### config.mk
export PLATFORM = sky130hd
export DESIGN_NAME = sblf_outq
export DESIGN_NICKNAME = d
export VERILOG_FILES = /design/src/hw/rtl/sblf_pkg.sv /design/src/hw/rtl/sblf_outq.sv
export SDC_FILE = /design/constraint.sdc
export NUM_CORES = 1
export LEC_CHECK = 0
export BUFFER_PORTS_ARGS = -buffer_cell sky130_fd_sc_hd__clkbuf_2
export CORE_MARGIN = 2
export CORE_UTILIZATION = 55
export DETAILED_ROUTE_END_ITERATION = 8
export HOLD_SLACK_MARGIN = 0.1
export PLACE_DENSITY = 0.74
export SYNTH_ARGS = -nofsm -noshare
export SYNTH_HDL_FRONTEND = slang
export SYNTH_SLANG_ARGS = --single-unit
### constraint.sdc
create_clock -name clk_i -period 3.1 [get_ports clk_i]
set_input_delay 0 -clock clk_i [delete_from_list [all_inputs] [get_ports clk_i]]
set_output_delay 0 -clock clk_i [all_outputs]
set_load 0.03 [all_outputs]
### src/hw/rtl/sblf_pkg.sv
// sblf_pkg: shared constants, register indices, mode codes and inter-module structs
// for the selective blur luma filter; no dependencies
package sblf_pkg;

  localparam int MAX_WIDTH    = 2048;
  localparam int MAX_HEIGHT   = 4096;
  localparam int PIX_W        = 8;
  localparam int COL_W        = $clog2(MAX_WIDTH);
  localparam int ROW_W        = $clog2(MAX_HEIGHT);
  localparam int FILL_W       = $clog2(MAX_WIDTH + 2);
  localparam int MODE_W       = 3;
  localparam int WIDTH_REG_W  = 12;
  localparam int HEIGHT_REG_W = 13;
  localparam int CFG_DATA_W   = 13;
  localparam int CFG_IDX_W    = 2;
  localparam int LINE_W       = 2 * PIX_W;
  localparam int OQ_DEPTH     = 8;
  localparam int OQ_PTR_W     = $clog2(OQ_DEPTH);
  localparam int OQ_CNT_W     = $clog2(OQ_DEPTH + 1);
  localparam int FLIGHT_W     = 2;

  // reset values of the registers, sizes given as pixel and line counts
  localparam int WIDTH_RESET  = 640;
  localparam int HEIGHT_RESET = 480;
  localparam int THR_RESET    = 1;

  // truncating divide by reciprocal: x/3 for x <= 765, x/9 for x <= 2295
  localparam int DIV3_MUL     = 683;
  localparam int DIV3_SHIFT   = 11;
  localparam int DIV9_MUL     = 7282;
  localparam int DIV9_SHIFT   = 16;

  typedef enum logic [CFG_IDX_W-1:0] {
    REG_MODE         = 2'd0,
    REG_THRESHOLD    = 2'd1,
    REG_FRAME_WIDTH  = 2'd2,
    REG_FRAME_HEIGHT = 2'd3
  } reg_idx_e;

  localparam logic [MODE_W-1:0] MODE_MEAN   = 3'd0;
  localparam logic [MODE_W-1:0] MODE_THRESH = 3'd1;
  localparam logic [MODE_W-1:0] MODE_SELECT = 3'd2;

  localparam logic CMD_PIXEL = 1'b0;
  localparam logic CMD_FLUSH = 1'b1;

  // one pixel position pushed into the line memory and window
  typedef struct packed {
    logic             valid;
    logic             emit;
    logic [PIX_W-1:0] pix;
    logic             col_edge;
    logic             row_edge;
    logic             eof;
    logic [COL_W-1:0] addr;
  } push_t;

  typedef struct packed {
    logic [MODE_W-1:0] mode;
    logic [PIX_W-1:0]  thr;
  } cfg_t;

  typedef struct packed {
    logic              we;
    logic [COL_W-1:0]  addr;
    logic [LINE_W-1:0] data;
  } ram_wr_t;

  typedef struct packed {
    logic             valid;
    logic             eof;
    logic [PIX_W-1:0] pix;
  } result_t;

endpackage

### src/hw/rtl/sblf_outq.sv
// sblf_outq: small result queue that parts the filter pipeline from the output stream
// depends on sblf_pkg
module sblf_outq (
  input  logic                              clk_i,
  input  logic                              rst_ni,
  input  sblf_pkg::result_t                 res_i,
  input  logic                              pop_i,
  output logic                              valid_o,
  output logic [sblf_pkg::PIX_W-1:0]        pix_o,
  output logic                              eof_o,
  output logic [sblf_pkg::OQ_CNT_W-1:0]     count_o
);

  logic [sblf_pkg::PIX_W:0]    data_q [sblf_pkg::OQ_DEPTH];
  logic [sblf_pkg::OQ_PTR_W-1:0] wr_ptr_q, rd_ptr_q;
  logic [sblf_pkg::OQ_CNT_W-1:0] count_q;
  logic                          pop;

  assign pop = pop_i && (count_q != '0);

  always_ff @(posedge clk_i) begin
    if (res_i.valid) begin
      data_q[wr_ptr_q] <= {res_i.eof, res_i.pix};
    end
  end

  always_ff @(posedge clk_i or negedge rst_ni) begin
    if (!rst_ni) begin
      wr_ptr_q <= '0;
      rd_ptr_q <= '0;
      count_q  <= '0;
    end else begin
      if (res_i.valid) begin
        wr_ptr_q <= wr_ptr_q + sblf_pkg::OQ_PTR_W'(1);
      end
      if (pop) begin
        rd_ptr_q <= rd_ptr_q + sblf_pkg::OQ_PTR_W'(1);
      end
      count_q <= count_q + sblf_pkg::OQ_CNT_W'(res_i.valid) - sblf_pkg::OQ_CNT_W'(pop);
    end
  end

  assign valid_o = (count_q != '0);
  assign pix_o   = data_q[rd_ptr_q][sblf_pkg::PIX_W-1:0];
  assign eof_o   = data_q[rd_ptr_q][sblf_pkg::PIX_W];
  assign count_o = count_q;

endmodule

==> impl_metrics.env, run 1 <==
export IMPL_place_hpwl_mm=3.45
export IMPL_seq_area_frac_synth_pct=72.2
export IMPL_fin_crit_ns=2.51
export IMPL_grt_max_degree=20
export IMPL_status="finished clean"
export IMPL_pin_count=27
export IMPL_regArea_mm2=0.00241
export IMPL_rows=28
export IMPL_fin_tns_setup_ns=0
export IMPL_slew_viol_final=0
export IMPL_p_per_area_mw_per_mm2=937
export IMPL_grt_usage_pct=19.4
export IMPL_synth_seq_cells=82
export IMPL_drt_iter0_drc=115
export IMPL_cp_cell_sequence="inv_1 > ha_1 > or3b_2 > nand2_1 > inv_1 > ha_1 > inv_1 > ha_1 > inv_1 > fa_1 > xnor2_1"
export IMPL_synthCells=158
export IMPL_syn_area_mm2=0.00334
export IMPL_multi_input_area_um2=850
export IMPL_areaGrowthSynthToFinish_pct=15.5
export IMPL_hold_worst_slack_ns=0.471
export IMPL_wire_per_inst_um=19.6
export IMPL_grt_setup_unrepaired="no"
export IMPL_hold_viol_final=0
export IMPL_grt_pass1_vias=1677
export IMPL_antenna_cells=0
export IMPL_worst_slew_pin_slew_ns=0.984
export IMPL_drt_total_wl_mm=5.66
export IMPL_cp_data_arrival_time_ns=2.74
export IMPL_synth_compound_area_share_pct=0.375
export IMPL_grt_pass1_wl_mm=8.82
export IMPL_io_buffers=26
export IMPL_via_per_inst=5.56
export IMPL_skew_ns=0.00562
export IMPL_initial_core_util_pct=56.8
export IMPL_h_tree_depth=3
export IMPL_cts_hold_buf=13
export IMPL_n_fill_cell=398
export IMPL_setup_ws_ns=0.585
export IMPL_synth_area_leaders="edfxtp_1, dfrtp_1, mux4_1"
export IMPL_die_height_um=81.9
export IMPL_cp_num_buf_inv=4
export IMPL_relSlewSlack_pct=34.2
export IMPL_crit_slowest_cell="or3b_2"
export IMPL_synth_xor_area_share_pct=1.57
export IMPL_place_inst=260
export IMPL_path_clk_slew_ns=0.08
export IMPL_synth_distinct_cells=23
export IMPL_critPathRequiredTime_ns=3.32
export IMPL_dieArea_mm2=0.00671
export IMPL_die_w_um=81.9
export IMPL_final_cells=289
export IMPL_post_cts_resized=0
export IMPL_via_count=1607
export IMPL_cts_buffers=9
export IMPL_grt_ovfl_total=0
export IMPL_synthAdderAreaFrac_pct=3.22
export IMPL_critPathMaxFanout=3
export IMPL_coreArea_mm2=0.00589
export IMPL_synth_mux_area_fraction_pct=17.9
export IMPL_setup_viol=0
export IMPL_avgSynthCellArea_um2=21.1
export IMPL_gp_congestion=0.772
export IMPL_yosysWarnings=0
export IMPL_remaining_drc_errors=0
export IMPL_max_clock_freq_mhz=398
export IMPL_ant_nets=0
export IMPL_cts_tree="built"
export IMPL_synth_top_family_by_area="multiplexers"
export IMPL_startpoint_type="flop"
export IMPL_peakVddDrop_mv=0.561
export IMPL_synth_top_area_share_pct=64.7
export IMPL_timing_max_cap_violations=0
export IMPL_layout_nets=230
export IMPL_dp_worst_setup_slack_ns=0.569
export IMPL_path_delay_family="adder cells"
export IMPL_yosys_area_share_simple_pct=2.40
export IMPL_clk_latency_ns=0.34
export IMPL_p_leak_nw=1.43
export IMPL_antenna_found_initial=0
export IMPL_synth_nets=179
export IMPL_cts_sinks=82
export IMPL_drive_gt1_share_pct=30.8
export IMPL_yosys_area_top_type="edfxtp_1"
export IMPL_drtPass1Iterations=4
export IMPL_post_cts_setup_buffers=0
export IMPL_fin_crit_sh_pct=81.1
export IMPL_critPathMaxStageDelay_ns=0.48
export IMPL_criticalPathCategory="flop to flop"
export IMPL_cts_root_buf="clkbuf_8"
export IMPL_cpMostUsedCell="inv_1"
export IMPL_hp_class="input port to flop"
export IMPL_cts_buffer_depth=2
export IMPL_end_kind="flop"
-- worst paths after layout --
path                            cells after the start     endpoint  slack, ns   startpoint
worst max-delay path                               11   count_o[2]       0.59   count_o[2]
worst min-delay path                                3  wr_ptr_q[0]       0.47     res_i[9]
worst max register to register                     11   count_o[2]       0.59   count_o[2]
worst min register to register                      1  wr_ptr_q[2]       0.57  wr_ptr_q[2]
max in group asynchronous                           3   count_o[2]       2.11       rst_ni
min in group asynchronous                           3  wr_ptr_q[0]       0.67       rst_ni
-- cells in the final DEF, fill, tap and decap left out, drive strengths merged, types with 4 or more instances in the layout --
| master | count |
|---|---|
| buf | 6 |
| clkbuf | 37 |
| dfrtp | 10 |
| dlygate4sd3 | 13 |
| edfxtp | 72 |
| ha | 7 |
| inv | 9 |
| mux2 | 11 |
| mux4 | 18 |
| nand2 | 4 |
| nor2 | 6 |
| xnor2 | 4 |
-- cells in the mapped netlist, drive strengths merged --
library cell / number
edfxtp: 72
mux4: 18
mux2: 11
dfrtp: 10
inv: 9
ha: 7
nor2: 6
buf: 4
nand2: 4
xnor2: 4
nand2b: 3
nor3: 2
xor2: 2
a21o: 1
a21oi: 1
clkbuf: 1
fa: 1
nand3: 1
or3b: 1
-- per-layer routing --
layer	share of wire, %	track usage (%)
met1	43	24.6
met2	53	32.0
met3	2.9	5.93
met4	1.5	6.67
met5	0	0
-- final cells by class --
cell class / instances / area share, %
repair buffers: 45 / 7.91
well taps: 75 / 2.43
clock inverters: 5 / 0.811
multi-input cells: 62 / 22.0
clock buffers: 11 / 3.41
flip-flops and latches: 82 / 62.5
inverters: 9 / 0.876
-- kinds of logic after synthesis --
logic type      Yosys count
flops                    82
compound gates            2
mux                      29
buf+inv                  14
simple gates             17
fa+ha+maj                 8
xor+xnor                  6
-- state kept, by name (all words and copies together), names as in the netlist --
name and cells:
wr_ptr_q 3, rd_ptr_q 3, count_o 4, data_q 72
-- metrics by stage --
step | total power [mW] | util (%) | instance area, um^2
6_report | 3.62 | 65.5 | 3860
2_1_floorplan | 2.66 | - | 3340
3_5_place_dp | 2.99 | 60.6 | 3560
4_1_cts | 3.65 | 65.5 | 3860
3_3_place_gp | 2.92 | 60.6 | 3560
5_1_grt | 3.81 | 65.5 | 3860
-- worst min-delay path: stages --
cell and delay (ns):
dlygate4sd3_1 0.52, clkbuf_2 0.17, xor2_1 0.08
-- power by group --
| group | switching (mW) | internal [mW] | total, mW |
|---|---|---|---|
| logic | 0.691 | 0.650 | 1.34 |
| registers | 0.205 | 1.42 | 1.62 |
| clock network | 0.364 | 0.287 | 0.652 |
| total | 1.26 | 2.36 | 3.62 |
Note: power is estimated with default switching activity, not from simulation.
==> run 2, diff against run 1 <==
Settings changed: CORE_UTILIZATION 55 to 53, PLACE_DENSITY 0.74 to 0.75.
Clock period 3.1 ns to 2.1 ns, I/O delays scaled along.
==> impl_metrics.env, run 2 (synthesis results as in run 1) <==
export IMPL_final_cell_mix="edfxtp_1, clkbuf_2, buf_4"
export IMPL_path_clk_slew_ns=0.08
export IMPL_drt_iter0_drc=109
export IMPL_violations="negative setup slack"
export IMPL_dieArea_mm2=0.00695
export IMPL_p_sw_mw=1.95
export IMPL_timing_max_cap_violations=0
export IMPL_gp_congestion=0.798
export IMPL_ant_nets=0
export IMPL_antenna_cells=0
export IMPL_cts_root_buf="clkbuf_8"
export IMPL_h_tree_depth=3
export IMPL_worst_slew_pin_slew_ns=0.481
export IMPL_rows=28
export IMPL_initial_core_util_pct=55.8
export IMPL_layout_nets=244
export IMPL_place_hpwl_mm=3.68
export IMPL_path_delay_family="adder cells"
export IMPL_cts_buffers=9
export IMPL_p_clk_share_pct=20.4
export IMPL_end_kind="flop"
export IMPL_areaGrowthSynthToFinish_pct=22.4
export IMPL_criticalPathCategory="flop to flop"
export IMPL_skew_ns=0.00958
export IMPL_fin_crit_ns=2.13
export IMPL_grtUsageMet1_pct=20.9
export IMPL_regArea_mm2=0.00241
export IMPL_cp_cell_sequence="inv_2 > ha_4 > or3b_4 > nand2_4 > inv_2 > ha_4 > inv_2 > ha_4 > inv_2 > fa_1 > inv_2"
export IMPL_crit_slowest_cell="fa_1"
export IMPL_relSlewSlack_pct=67.8
export IMPL_grt_max_degree=21
export IMPL_p_per_area_mw_per_mm2=1440
export IMPL_critPathRequiredTime_ns=2.34
export IMPL_p_int_mw=3.93
export IMPL_setup_ws_ns=-0.0259
export IMPL_startpoint_type="flop"
export IMPL_grt_util_met3_pct=5.57
export IMPL_drive_gt1_share_pct=41.2
export IMPL_power_total_mw=5.87
export IMPL_use_met2_pct=32.0
export IMPL_drt_total_wl_mm=5.88
export IMPL_die_height_um=83.4
export IMPL_p_seq_share_pct=39.0
export IMPL_cts_tree="built"
export IMPL_cts_sinks=82
export IMPL_clk_latency_ns=0.35
export IMPL_hold_viol_final=0
export IMPL_top_register="data_q"
export IMPL_fin_crit_sh_pct=101
export IMPL_p_leak_nw=1.52
export IMPL_place_area_mm2=0.00369
export IMPL_largest_register_ffs=72
export IMPL_peakVddDrop_mv=0.858
export IMPL_coreArea_mm2=0.00599
export IMPL_cp_num_buf_inv=5
export IMPL_grt_setup_unrepaired="yes"
export IMPL_grt_usage_pct=18.4
export IMPL_grt_ovfl_total=0
export IMPL_antenna_found_initial=0
export IMPL_grt_pass1_wl_mm=9.20
export IMPL_busiest_layer="met2"
export IMPL_cpMostUsedCell="inv_2"
export IMPL_slew_viol_final=0
export IMPL_die_w_um=83.4
export IMPL_fin_area_mm2=0.00409
export IMPL_via_count=1675
export IMPL_critPathMaxStageDelay_ns=0.48
export IMPL_hp_class="input port to flop"
export IMPL_status="finished with violations"
export IMPL_drtPass1Iterations=6
export IMPL_multi_input_area_um2=913
export IMPL_n_fill_cell=368
export IMPL_pin_count=27
export IMPL_critPathMaxFanout=2
export IMPL_final_common_cell="edfxtp_1"
export IMPL_setup_viol=2
export IMPL_max_clock_freq_mhz=470
export IMPL_switching_share_pct=33.2
export IMPL_cp_data_arrival_time_ns=2.37
export IMPL_cts_buffer_depth=2
export IMPL_remaining_drc_errors=0
export IMPL_hold_worst_slack_ns=0.473
export IMPL_grt_pass1_vias=1819
export IMPL_wire_per_inst_um=19.4
export IMPL_io_buffers=26
export IMPL_via_per_inst=5.53
export IMPL_comb_power_share_pct=40.6
==> run 2: cell count changes in the layout (fill, tap and decap cells not counted), sizes merged <==
cell,before,now
buf,6,20
bufinv,0,2
clkinvlp,3,2
clkinv,2,1
==> run 2: final timing paths <==
check	startpoint	endpoint	slack, ns	depth (start not counted)
min in group asynchronous	rst_ni	rd_ptr_q[0]	0.69	3
max in group asynchronous	rst_ni	count_o[2]	1.06	3
hold / removal	res_i[0]	data_q[7][0]	0.47	2
setup reg to reg	count_o[3]	count_o[1]	-0.03	11
hold reg to reg	wr_ptr_q[2]	wr_ptr_q[2]	0.58	1
setup / recovery	count_o[3]	count_o[1]	-0.03	11
==> run 2: area by class of cell <==
class | instances | share of cell area, %
sequential | 82 | 59.1
timing repair buffer | 59 | 10.3
clock inverter | 5 | 1.93
multi-input combinational | 62 | 22.3
inverter | 9 | 0.826
clock buffer | 11 | 3.21
tap | 75 | 2.29
==> run 2: power by group through the flow <==
stage / Sequential, mW / Clock, mW / Combinational, mW
final: 2.29 / 1.20 / 2.39
after global routing: 2.32 / 1.29 / 2.55
after CTS: 2.29 / 1.21 / 2.38
after detailed placement: 2.33 / 0 / 2.28
after global placement: 2.30 / 0 / 2.18
after floorplan: 2.31 / 0 / 1.68
==> run 2: metrics by stage <==
step | setup slack (ns) | cells | setup TNS [ns] | utilization [%]
global placement | 0.0131 | 269 | 0 | 61.6
global route | -0.106 | 303 | -0.280 | 68.3
detailed placement | -0.0787 | 269 | -0.177 | 61.6
CTS | -0.0544 | 302 | -0.137 | 67.9
floorplan | -0.181 | 158 | -0.448 | -
finish | -0.0259 | 303 | -0.0488 | 68.3
==> run 2: metal layers <==
layer / wire, um / share of wire (%)
met5: 0 / 0
met4: 83 / 1.4
met3: 207 / 3.5
met2: 3200 / 54
met1: 2390 / 41
==> run 2: what timing repair did <==
item                                    in CTS  in global routing
gates resized for setup                      3                  2
pin swaps                                    2                  1
hold buffers                                13                  0
hold endpoints to repair                    88                  0
buffers inserted                             4                  1
endpoints found under the setup margin       3                  3
==> run 3, diff against run 2 <==
Settings changed: MAX_ROUTING_LAYER set to met4.
==> impl_metrics.env, run 3 (synthesis results as in run 1) <==
export IMPL_status="finished with violations"
export IMPL_violations="negative setup slack"
export IMPL_p_int_mw=3.93
export IMPL_die_w_um=83.4
export IMPL_critPathRequiredTime_ns=2.34
export IMPL_path_delay_family="adder cells"
export IMPL_grt_setup_unrepaired="yes"
export IMPL_gp_congestion=0.810
export IMPL_criticalPathCategory="flop to flop"
export IMPL_critPathMaxStageDelay_ns=0.48
export IMPL_hold_viol_final=0
export IMPL_path_clk_slew_ns=0.08
export IMPL_place_hpwl_mm=3.68
export IMPL_ant_nets=0
export IMPL_regToRegSetupSlack_ns=-0.03
export IMPL_die_height_um=83.4
export IMPL_holdPathStages=2
export IMPL_clk_latency_ns=0.34
export IMPL_grt_max_degree=21
export IMPL_top_register="data_q"
export IMPL_initial_core_util_pct=55.8
export IMPL_antenna_found_initial=0
export IMPL_p_seq_share_pct=39.0
export IMPL_grt_usage_pct=18.8
export IMPL_crit_cells=11
export IMPL_comb_power_share_pct=40.7
export IMPL_p_leak_nw=1.52
export IMPL_fin_crit_sh_pct=101
export IMPL_setup_viol=2
export IMPL_switching_share_pct=33.1
export IMPL_h_tree_depth=3
export IMPL_drive_gt1_share_pct=41.2
export IMPL_fin_crit_ns=2.13
export IMPL_dp_worst_setup_slack_ns=-0.0787
export IMPL_drt_iter0_drc=113
export IMPL_antenna_cells=0
export IMPL_hp_class="input port to flop"
export IMPL_cp_num_buf_inv=5
export IMPL_p_per_area_mw_per_mm2=1430
export IMPL_skew_ns=0.00776
export IMPL_coreArea_mm2=0.00599
export IMPL_place_inst=269
export IMPL_pin_count=27
export IMPL_grt_pass1_vias=1815
export IMPL_cts_sinks=82
export IMPL_dieArea_mm2=0.00695
export IMPL_via_per_inst=5.49
export IMPL_grt_ovfl_total=0
export IMPL_layout_nets=244
export IMPL_io_buffers=26
export IMPL_wire_per_inst_um=19.4
export IMPL_areaGrowthSynthToFinish_pct=22.4
export IMPL_timing_max_cap_violations=0
export IMPL_max_clock_freq_mhz=470
export IMPL_peakVddDrop_mv=0.858
export IMPL_critPathMaxFanout=2
export IMPL_cts_buffer_depth=2
export IMPL_reg2regPathDepth=11
export IMPL_grt_pass1_wl_mm=9.19
export IMPL_final_cell_mix="edfxtp_1, clkbuf_2, buf_4"
export IMPL_drtPass1Iterations=4
export IMPL_via_count=1664
export IMPL_cts_tree="built"
export IMPL_hold_worst_slack_ns=0.476
export IMPL_relSlewSlack_pct=67.6
export IMPL_end_kind="flop"
export IMPL_drt_total_wl_mm=5.88
export IMPL_slew_viol_final=0
export IMPL_cp_data_arrival_time_ns=2.36
export IMPL_p_clk_share_pct=20.3
export IMPL_power_total_mw=5.87
export IMPL_worst_slew_pin_slew_ns=0.484
export IMPL_p_sw_mw=1.94
export IMPL_cts_buffers=9
export IMPL_final_common_cell="edfxtp_1"
export IMPL_rows=28
export IMPL_cp_cell_sequence="inv_2 > ha_4 > or3b_4 > nand2_4 > inv_2 > ha_4 > inv_2 > ha_4 > inv_2 > fa_1 > inv_2"
export IMPL_cpMostUsedCell="inv_2"
export IMPL_cts_root_buf="clkbuf_8"
export IMPL_largest_register_ffs=72
export IMPL_final_cells=303
export IMPL_remaining_drc_errors=0
export IMPL_crit_slowest_cell="fa_1"
export IMPL_setup_ws_ns=-0.0256
export IMPL_startpoint_type="flop"
[run 3: cell counts in the layout (fill, tap and decap cells not counted)]
No cell type changed its count.
[run 3: power by group through the flow]
stage / sequential, mW / combinational, mW / clock, mW
after detailed placement: 2.33 / 2.28 / 0
after floorplan: 2.31 / 1.68 / 0
after CTS: 2.29 / 2.38 / 1.21
after global placement: 2.30 / 2.18 / 0
final: 2.29 / 2.39 / 1.19
after global routing: 2.32 / 2.55 / 1.29
[run 3: layer usage]
layer	wire length, um	track usage (%)	share of wire (%)	vias up
li1	-	-	-	758
met1	2420	20.7	41	870
met2	3200	32.2	54	29
met3	180	4.67	3.1	7
met4	82	8.94	1.4	0
met5	0	-	0	-
[run 3: final timing paths]
path                             start      endpoint
max                         count_o[3]    count_o[1]
min in group asynchronous       rst_ni   rd_ptr_q[0]
min reg2reg                wr_ptr_q[2]   wr_ptr_q[2]
max reg2reg                 count_o[3]    count_o[1]
max in group asynchronous       rst_ni    count_o[2]
min                           res_i[0]  data_q[7][0]
[run 3: per-stage QoR]
stage	utilization (%)	setup TNS, ns	area [um^2]
after floorplan	-	-0.448	3380
after global placement	61.6	0	3690
after detailed placement	61.6	-0.177	3690
after CTS	67.9	-0.137	4070
after global routing	68.3	-0.278	4090
final	68.3	-0.0480	4090
[run 3: layout make-up]
type                    count  area [um^2]
clock buffers              11          131
clock inverters             5         78.8
fillers                   368         1900
inverters                   9         33.8
multi-input cells          62          913
flip-flops and latches     82         2410
well taps                  75         93.8
repair buffers             59          423
[run 3: timing repair]
action / 4_1_cts / 5_1_grt
hold buffers: 13 / 0
resized for setup: 3 / 2
setup endpoints to repair: 3 / 3
endpoints found under the hold margin: 88 / 0
setup buffers: 4 / 1
pin swaps: 2 / 1
